### config.mk
export PLATFORM = sky130hd
export DESIGN_NAME = wdft_cell
export DESIGN_NICKNAME = d
export VERILOG_FILES = /design/src/hw/rtl/wdft_pkg.sv /design/src/hw/rtl/wdft_cell.sv
export SDC_FILE = /design/constraint.sdc
export NUM_CORES = 2
export LEC_CHECK = 0
export ABC_AREA = 0
export BUFFER_PORTS_ARGS = -buffer_cell sky130_fd_sc_hd__buf_2
export CAP_MARGIN = 0
export CORE_MARGIN = 2
export CORE_UTILIZATION = 40
export CTS_CLUSTER_DIAMETER = 40
export DETAILED_ROUTE_END_ITERATION = 16
export GPL_TIMING_DRIVEN = 0
export PLACE_DENSITY = 0.6
export SLEW_MARGIN = 0
export SYNTH_ARGS = -nofsm -noshare
export SYNTH_HDL_FRONTEND = slang
export SYNTH_SLANG_ARGS = --single-unit
### constraint.sdc
create_clock -name clk -period 4.5 [get_ports clk]
set_input_delay 0.225 -clock clk [delete_from_list [all_inputs] [get_ports clk]]
set_output_delay 0.225 -clock clk [all_outputs]
set_load 0.005 [all_outputs]
### src/hw/rtl/wdft_pkg.sv
// Shared types, constants and ROM builders of the windowed DFT.
`default_nettype none
package wdft_pkg;

    localparam int MAX_POINTS = 64;
    localparam int IDX_W      = 6;
    localparam int SAMPLE_W   = 16;
    localparam int BIN_W      = 32;
    localparam longint unsigned PI_Q30 = 64'd3373259426;
    localparam longint          ONE_Q30 = 64'sd1073741824;

    typedef logic [MAX_POINTS*SAMPLE_W-1:0] rom_t;

    typedef struct packed {
        logic signed [63:0] co;
        logic signed [63:0] si;
    } trig_t;

    typedef struct packed {
        longint unsigned quot;
        longint unsigned rem;
    } divmod_t;

    typedef struct packed {
        logic                       valid;
        logic signed [SAMPLE_W-1:0] x;
        logic [IDX_W-1:0]           n;
        logic [IDX_W-1:0]           m;
    } cell_bus_t;

    // Unsigned quotient and remainder by shift and subtract; used only at elaboration.
    function automatic divmod_t udivmod(longint unsigned num, longint unsigned den);
        divmod_t res;
        res.quot = '0;
        res.rem  = '0;
        for (int i = 63; i >= 0; i--)
        begin
            res.rem = {res.rem[62:0], num[i]};
            if (res.rem >= den)
            begin
                res.rem     = res.rem - den;
                res.quot[i] = 1'b1;
            end
        end
        return res;
    endfunction

    // Q30 cosine and sine of 2*pi*p/q from integer series; used only at elaboration.
    function automatic trig_t trig30(longint unsigned p_in, longint unsigned q);
        trig_t           res;
        divmod_t         dm;
        longint unsigned p;
        longint unsigned qd;
        longint unsigned r;
        longint unsigned a;
        longint unsigned a2;
        longint unsigned ts;
        longint unsigned tc;
        longint          s;
        longint          c;
        longint          smag;
        longint          cmag;
        dm = udivmod(p_in, q);
        p  = dm.rem;
        dm = udivmod(4 * p, q);
        qd = dm.quot;
        r  = dm.rem;
        dm = udivmod(r * PI_Q30, 2 * q);
        a  = dm.quot;
        a2 = (a * a) >> 30;
        s  = longint'(a);
        ts = a;
        c  = ONE_Q30;
        tc = longint'(ONE_Q30);
        for (int k = 1; k <= 12; k++) begin
            dm = udivmod((ts * a2) >> 30, longint'((2 * k) * (2 * k + 1)));
            ts = dm.quot;
            dm = udivmod((tc * a2) >> 30, longint'((2 * k - 1) * (2 * k)));
            tc = dm.quot;
            if (k[0]) begin
                s = s - longint'(ts);
                c = c - longint'(tc);
            end else begin
                s = s + longint'(ts);
                c = c + longint'(tc);
            end
        end
        smag = (s < 0) ? 0 : ((s > ONE_Q30) ? ONE_Q30 : s);
        cmag = (c < 0) ? 0 : ((c > ONE_Q30) ? ONE_Q30 : c);
        case (qd[1:0])
            2'd0:    begin res.si = smag;  res.co = cmag;  end
            2'd1:    begin res.si = cmag;  res.co = -smag; end
            2'd2:    begin res.si = -smag; res.co = -cmag; end
            default: begin res.si = -cmag; res.co = smag;  end
        endcase
        return res;
    endfunction

    // Q30 to Q1.15, rounding half away from zero and saturating the magnitude.
    function automatic logic signed [SAMPLE_W-1:0] to_q15(longint v);
        longint m;
        m = (v < 0) ? -v : v;
        m = (m + 16384) >>> 15;
        if (m > 32767) begin
            m = 32767;
        end
        return (v < 0) ? SAMPLE_W'(-m) : SAMPLE_W'(m);
    endfunction

    function automatic rom_t cos_rom(int points);
        rom_t  tbl;
        trig_t t;
        tbl = '0;
        for (int p = 0; p < points; p++) begin
            t = trig30(longint'(p), longint'(points));
            tbl[p*SAMPLE_W +: SAMPLE_W] = to_q15(t.co);
        end
        return tbl;
    endfunction

    function automatic rom_t sin_rom(int points);
        rom_t  tbl;
        trig_t t;
        tbl = '0;
        for (int p = 0; p < points; p++) begin
            t = trig30(longint'(p), longint'(points));
            tbl[p*SAMPLE_W +: SAMPLE_W] = to_q15(t.si);
        end
        return tbl;
    endfunction

    function automatic rom_t hann_rom(int points);
        rom_t  tbl;
        trig_t t;
        tbl = '0;
        for (int p = 0; p < points; p++) begin
            t = trig30(longint'(p), longint'(points - 1));
            tbl[p*SAMPLE_W +: SAMPLE_W] = to_q15((ONE_Q30 - t.co) / 2);
        end
        return tbl;
    endfunction

endpackage
`default_nettype wire

### src/hw/rtl/wdft_cell.sv
// One bin cell: accumulates its bin from passing samples and shifts results out.
`default_nettype none
module wdft_cell
    import wdft_pkg::*;
#(
    parameter int POINTS = 64
)
(
    input  wire logic                              clk,
    input  wire logic                              rst_n,
    input  wire cell_bus_t                         bus_in,
    output cell_bus_t                              bus_out,
    input  wire logic                              shift,
    input  wire logic signed [18+$clog2(POINTS)-1:0] shift_re,
    input  wire logic signed [18+$clog2(POINTS)-1:0] shift_im,
    output logic signed [18+$clog2(POINTS)-1:0]    acc_re,
    output logic signed [18+$clog2(POINTS)-1:0]    acc_im
);

    localparam int   ACC_W   = 18 + $clog2(POINTS);
    localparam rom_t COS_TBL = cos_rom(POINTS);
    localparam rom_t SIN_TBL = sin_rom(POINTS);

    logic                       valid_reg;
    logic signed [SAMPLE_W-1:0] x_reg;
    logic [IDX_W-1:0]           n_reg;
    logic [IDX_W-1:0]           m_reg;
    logic [IDX_W-1:0]           m_next;
    logic [IDX_W:0]             m_sum;
    logic signed [ACC_W-1:0]    re_reg;
    logic signed [ACC_W-1:0]    im_reg;
    logic signed [ACC_W-1:0]    re_next;
    logic signed [ACC_W-1:0]    im_next;
    logic signed [SAMPLE_W-1:0] cos_w;
    logic signed [SAMPLE_W-1:0] sin_w;
    logic signed [31:0]         re_prod;
    logic signed [31:0]         im_prod;
    logic signed [32:0]         re_rnd;
    logic signed [32:0]         im_rnd;
    logic signed [ACC_W-1:0]    re_term;
    logic signed [ACC_W-1:0]    im_term;

    always_comb
    begin
        cos_w   = COS_TBL[bus_in.m*SAMPLE_W +: SAMPLE_W];
        sin_w   = SIN_TBL[bus_in.m*SAMPLE_W +: SAMPLE_W];
        re_prod = bus_in.x * cos_w;
        im_prod = bus_in.x * sin_w;
        re_rnd  = {re_prod[31], re_prod} + 33'sd16384;
        im_rnd  = -{im_prod[31], im_prod} + 33'sd16384;
        re_term = {{(ACC_W-18){re_rnd[32]}}, re_rnd[32:15]};
        im_term = {{(ACC_W-18){im_rnd[32]}}, im_rnd[32:15]};
        m_sum   = {1'b0, bus_in.m} + {1'b0, bus_in.n};
        if (m_sum >= (IDX_W+1)'(POINTS))
        begin
            m_next = IDX_W'(m_sum - (IDX_W+1)'(POINTS));
        end
        else
        begin
            m_next = m_sum[IDX_W-1:0];
        end
        if (bus_in.valid)
        begin
            re_next = (bus_in.n == '0) ? re_term : re_reg + re_term;
            im_next = (bus_in.n == '0) ? im_term : im_reg + im_term;
        end
        else if (shift)
        begin
            re_next = shift_re;
            im_next = shift_im;
        end
        else
        begin
            re_next = re_reg;
            im_next = im_reg;
        end
    end

    always_ff @(posedge clk or negedge rst_n)
    begin
        if (!rst_n)
        begin
            valid_reg <= 1'b0;
        end
        else
        begin
            valid_reg <= bus_in.valid;
        end
    end

    always_ff @(posedge clk)
    begin
        x_reg  <= bus_in.x;
        n_reg  <= bus_in.n;
        m_reg  <= m_next;
        re_reg <= re_next;
        im_reg <= im_next;
    end

    assign bus_out = '{valid: valid_reg, x: x_reg, n: n_reg, m: m_reg};
    assign acc_re  = re_reg;
    assign acc_im  = im_reg;

endmodule
`default_nettype wire

Yosys cells after proc, flatten, opt, wreduce, memory -nomap -nowiden
Cells that the tools add are included.

storage, ports and cells
  bits in registers = 77
  bits of input ports = 80

cells by class
  add/sub/neg operators = 7
  $mul = 2
  magnitude comparators = 1
  shifts and indexed selects = 2
  mux-type cells = 7
  reduce and logical (&&, ||, !) cells = 2

operator list
  cell                           number
  $shiftx A1024 B11 Y16 const A  2
  $mux W24                       6
  $mul A16 B16 Y32               2
  $add A24 B18 Y24               2
  $add A32 B16 Y33 const B       1
  $add A33 B15 Y33 const B       1
  $neg A33 Y33                   1
  $add A6 B6 Y7                  1
  $ge A7 B7 Y1 const B           1
  $logic_not A6 Y1               1
  $mux W6                        1
  $sub A6 B1 Y6 const B          1
  $reduce_bool A2 Y1             1

Logic depth before layout (Yosys ltp)
  depth in word-level cells = 7
  gate-level depth with buffers = 48
  mapped depth without buffers = 45

Least setup slack after synthesis
Ideal clock, no wire load.

  path type = input port to flip-flop
  start = input port bus_in[1] (netlist name)
  end = register im_reg[23], in the netlist acc_im[23], data pin
  data arrival time = 10.310 ns
  setup slack = -6.081 ns
  stages = 40
  path buffers = 3
  cell sequence = clkbuf_1 inv_1 ha_1 or2_2 clkbuf_1 nand3_1 o21ai_0 mux4_2 clkbuf_1 and2_1 fa_1 inv_1 fa_1 fa_1 fa_1 inv_1 fa_1 inv_1 (+4 left out) a2111o_1 a211o_1 or4_4 o21ai_4 nand4b_4 nor4_4 nor2_1 ha_1 or2_2 a211oi_1 o311ai_0 a31oi_1 o21bai_1 a2111oi_0 o211a_1 nor2_1 xor2_1 a21oi_1

on the way
  cells in the longest elaborated chain, start to end = 7

ends and longest elaborated chain
  what                     line             source
  start: declaration       wdft_cell.sv:11  input wire cell_bus_t bus_in,
  $shiftx A1024 B11 Y16 *  wdft_cell.sv:46  sin_w = SIN_TBL[bus_in.m*SAMPLE_W +: SAMPLE_W];
  $mul A16 B16 Y32 *       wdft_cell.sv:48  im_prod = bus_in.x * sin_w;
  $neg A33 Y33 *           wdft_cell.sv:50  im_rnd = -{im_prod[31], im_prod} + 33'sd16384;
  $add A33 B15 Y33 *       wdft_cell.sv:50
  $add A24 B18 Y24         wdft_cell.sv:65  im_next = (bus_in.n == '0) ? im_term : im_reg + im_term;
  $mux W24 *               wdft_cell.sv:65
  $mux W24 *               wdft_cell.sv:62  if (bus_in.valid)
  via im_next[23]          wdft_cell.sv:33  logic signed [ACC_W-1:0] im_next;
  end signal: assignment   wdft_cell.sv:97  im_reg <= im_next;
  end: declaration         wdft_cell.sv:31  logic signed [ACC_W-1:0] im_reg;

The timed path passes the listed nets; every way through them passes the cells marked *.
A chain may end at the register's enable or synchronous reset.

Worst setup path after layout
  start = input port bus_in[0] (netlist name)
  end = register im_reg[20], in the netlist acc_im[20], data pin

The elaborated chain is that of the path after synthesis.

==> impl_metrics.prom <==
# TYPE chip_impl_metric gauge
chip_impl_metric{name="worstPathMaxFanout",unit=""} 7
chip_impl_metric{name="finalNetCount",unit=""} 4200
chip_impl_metric{name="path_clk_slew",unit="ns"} 0.08
chip_impl_info{name="ys_dominant_reg_cell",value="sky130_fd_sc_hd__edfxtp_1"} 1
chip_impl_metric{name="required",unit="ns"} 4.66
chip_impl_metric{name="ys_seq_area_frac",unit=""} 0.0748
chip_impl_metric{name="yosys_warnings",unit=""} 0
chip_impl_metric{name="die_area",unit="µm²"} 69800
chip_impl_metric{name="cts_buffer_depth",unit=""} 2
chip_impl_metric{name="vias_per_instance",unit=""} 5.30
chip_impl_metric{name="least_margin_pin_slew",unit="ns"} 1.26
chip_impl_metric{name="arrival",unit="ns"} 10.29
chip_impl_metric{name="cts-buffers-inserted",unit=""} 9
chip_impl_metric{name="n_fill_cell",unit=""} 6325
chip_impl_metric{name="number_of_antenna_violations_at_the_first_check_in_global_routing",unit=""} 3
chip_impl_metric{name="initial_utilization",unit=""} 0.403
chip_impl_metric{name="dp_slack",unit="ns"} -7.52
chip_impl_metric{name="fmaxAchievable",unit="GHz"} 0.0987
chip_impl_metric{name="drt_pass1_iterations",unit=""} 6
chip_impl_metric{name="synthDominantCellAreaShare",unit=""} 0.394
chip_impl_info{name="min-delay-path-class",value="in2reg"} 1
chip_impl_info{name="cts_tree",value="yes"} 1
chip_impl_metric{name="count_of_pins_over_their_slew_limit",unit=""} 0
chip_impl_metric{name="place.detailed.hpwl",unit="µm"} 67800
chip_impl_metric{name="synth_area",unit="µm²"} 27100
chip_impl_metric{name="avgRoutedWirePerCell",unit="µm"} 20.2
chip_impl_metric{name="multi_input_area",unit="µm²"} 24300
chip_impl_metric{name="syn-mean-instance-area",unit="µm²"} 8.89
chip_impl_metric{name="cap_viol_max_count",unit=""} 0
chip_impl_metric{name="dr_total_vias",unit=""} 22526
chip_impl_info{name="cts.root.buffer_cell",value="sky130_fd_sc_hd__clkbuf_16"} 1
chip_impl_metric{name="cell_count_after_synthesis",unit=""} 3049
chip_impl_info{name="post_synthesis_cell_type_with_the_largest_combined_area",value="sky130_fd_sc_hd__fa_1"} 1
chip_impl_info{name="setup.worst_path.end_class",value="flop"} 1
chip_impl_info{name="synth_top_cells_by_area",value="sky130_fd_sc_hd__fa_1 (39%), sky130_fd_sc_hd__ha_1 (10%), sky130_fd_sc_hd__inv_1 (8.3%)"} 1
chip_impl_metric{name="first_global_vias",unit=""} 22929
chip_impl_metric{name="floorplan.io_pins",unit=""} 157
chip_impl_info{name="violations",value="setup timing"} 1
chip_impl_info{name="critical-path-top-cell-by-count",value="sky130_fd_sc_hd__fa_1"} 1
chip_impl_metric{name="area_growth_syn_to_layout",unit="%"} 21.8
chip_impl_metric{name="grt_first_pass_wirelength",unit="µm"} 132000
chip_impl_metric{name="cts.htree.levels",unit=""} 3
chip_impl_metric{name="regArea",unit="µm²"} 2030
chip_impl_metric{name="placementRows",unit=""} 95
chip_impl_metric{name="die_width",unit="µm"} 264
chip_impl_metric{name="drt_first_iter_violations",unit=""} 1767
chip_impl_metric{name="ys_types",unit=""} 78
chip_impl_metric{name="layout_min_cycle_time",unit="ns"} 10.13
chip_impl_metric{name="die-height",unit="µm"} 264
chip_impl_metric{name="postLayoutSetupSlackWorst",unit="ns"} -5.63
chip_impl_info{name="critPathLaunchType",value="input port"} 1
chip_impl_metric{name="layout-drive-gt1-share",unit=""} 0.220
chip_impl_metric{name="route.detailed.drc",unit=""} 0
chip_impl_info{name="run_status",value="finished with violations"} 1
chip_impl_metric{name="port_buffer_cells",unit=""} 155
chip_impl_metric{name="fin_tns_setup",unit="ns"} -220.13
chip_impl_info{name="synth.top_cells.by_count",value="sky130_fd_sc_hd__inv_1 (597), sky130_fd_sc_hd__fa_1 (533), sky130_fd_sc_hd__nand2_1 (330), sky130_fd_sc_hd__ha_1 (219), sky130_fd_sc_hd__and2_1 (168)"} 1
chip_impl_metric{name="slew_headroom",unit=""} 0.158
chip_impl_metric{name="max_stage_delay",unit="ns"} 0.59
chip_impl_metric{name="synth-seq-cells",unit=""} 77
chip_impl_metric{name="timing.final.hold_violations",unit=""} 0
chip_impl_metric{name="grt_start_max_net_pins",unit=""} 49
chip_impl_metric{name="number_of_synthesized_flops_with_an_enable_pin",unit=""} 48
chip_impl_metric{name="fin_cells",unit=""} 4249
chip_impl_info{name="rsz0062_at_grt",value="true"} 1
chip_impl_metric{name="route.antenna.remaining_nets",unit=""} 0
chip_impl_metric{name="worstSkewPairLatency",unit="ns"} 0.41
chip_impl_metric{name="synth_async_sr_flop_share",unit=""} 0.0130
chip_impl_metric{name="cts_sinks",unit=""} 77
chip_impl_metric{name="timing.clock.skew",unit="ns"} 0.0248
chip_impl_info{name="synth.most_common_cell",value="sky130_fd_sc_hd__inv_1"} 1
chip_impl_metric{name="min_period_over_period",unit=""} 2.25
chip_impl_metric{name="net_count_of_the_mapped_netlist",unit=""} 3881
chip_impl_info{name="setup_cp_type",value="in2reg"} 1
chip_impl_metric{name="grt-ovfl-total",unit=""} 0
chip_impl_metric{name="placedCellCount",unit=""} 4077
chip_impl_info{name="cp_slowest_cell",value="sky130_fd_sc_hd__mux4_2"} 1
chip_impl_metric{name="globalplace.congestion",unit=""} 0.940
chip_impl_metric{name="grt_util_all_layers",unit=""} 0.249
chip_impl_metric{name="design.core.area",unit="µm²"} 67200
chip_impl_metric{name="setup_viol",unit=""} 48
chip_impl_metric{name="wl",unit="µm"} 85800
[logic make-up after synthesis]
group | after synthesis | share of synthesized area
DFF | 77 | 0.0748
muxes | 36 | 0.0250
adders and majority gates | 752 | 0.495
buffers and inverters | 733 | 0.102
AOI/OAI and AO/OA | 423 | 0.100
xor gates and xnor gates | 111 | 0.0359
and+or+nand+nor | 917 | 0.168
[final cells by class]
class                           instances  area share
Antenna cell                            3    0.000227
Buffer                                128      0.0246
Clock buffer                            9     0.00682
Clock inverter                          7     0.00193
Inverter                              599      0.0686
Multi-Input combinational cell       2239       0.738
Sequential cell                        77      0.0614
Tap cell                              873      0.0331
Timing Repair Buffer                  314      0.0655
[per-stage QoR]
| step | util | hold WS (ns) | cell area, µm² |
|---|---|---|---|
| global placement | 0.438 | 0.000334 | 29400 |
| global route | 0.491 | 0.0267 | 33000 |
| detailed placement | 0.438 | 0.00174 | 29400 |
| floorplan | - | -0.0706 | 27500 |
| finish | 0.491 | 0.0179 | 33000 |
| CTS | 0.466 | 0.0151 | 31300 |
[worst max-delay path: cells and delay by family]
kind            cells  cell delay, ns
fa+ha+maj          10            3.92
buf+inv            12            1.16
xor+xnor            2            0.43
compound gates     13            2.81
mux                 2            0.86
simple gates        3            0.84
[layout by cell type, fill, tap and decap left out, types with 41 or more instances in the layout]
| cell type | netlist | final |
|---|---|---|
| sky130_fd_sc_hd__and2_1 | 168 | 162 |
| sky130_fd_sc_hd__nor2b_1 | 88 | 73 |
| sky130_fd_sc_hd__edfxtp_1 | 48 | 48 |
| sky130_fd_sc_hd__inv_1 | 597 | 579 |
| sky130_fd_sc_hd__xnor2_1 | 73 | 54 |
| sky130_fd_sc_hd__nand2_1 | 330 | 319 |
| sky130_fd_sc_hd__nor2_1 | 149 | 131 |
| sky130_fd_sc_hd__fa_1 | 533 | 509 |
| sky130_fd_sc_hd__ha_1 | 219 | 171 |
| sky130_fd_sc_hd__buf_2 | 0 | 154 |
| sky130_fd_sc_hd__clkbuf_1 | 124 | 70 |
| sky130_fd_sc_hd__nand2b_1 | 47 | 43 |
| sky130_fd_sc_hd__o21ai_0 | 84 | 41 |
| sky130_fd_sc_hd__buf_4 | 2 | 138 |
| sky130_fd_sc_hd__a21oi_1 | 142 | 95 |
[worst paths after layout]
kind                                startpoint                    to  slack, ns  depth (start not counted)
max in group asynchronous                rst_n   valid_reg$_DFF_PN0_       4.28                          2
min in group asynchronous                rst_n   valid_reg$_DFF_PN0_       0.14                          2
setup / recovery                     bus_in[0]  acc_im[20]$_DFFE_PP_      -5.63                         42
hold reg to reg            acc_im[0]$_DFFE_PP_   acc_im[0]$_DFFE_PP_       0.86                          3
setup reg to reg           acc_re[0]$_DFFE_PP_  acc_re[22]$_DFFE_PP_       1.11                         13
hold / removal                      bus_in[12]      x_reg[0]$_DFF_P_       0.02                          1
[layer usage]
metal  global-route usage  up-vias  part of all wire
met5                    0        -                 0
met4               0.0732        0             0.032
met3               0.0596      129             0.088
met2                0.391      877              0.46
met1                0.343    11323              0.42
li1                     -    10197                 -
[repair_timing]
item / in CTS / in global routing
hold endpoints to repair: 8 / 0
setup endpoints to repair: 48 / 48
gates resized for setup: 192 / 305
buffers inserted: 87 / 66
gates cloned: 1 / 1
hold buffers: 8 / 0
pin swaps: 71 / 122
Power is left out: the tool's default activity adds up to more than one toggle a clock period on the data nets, which glitch-free logic cannot reach.
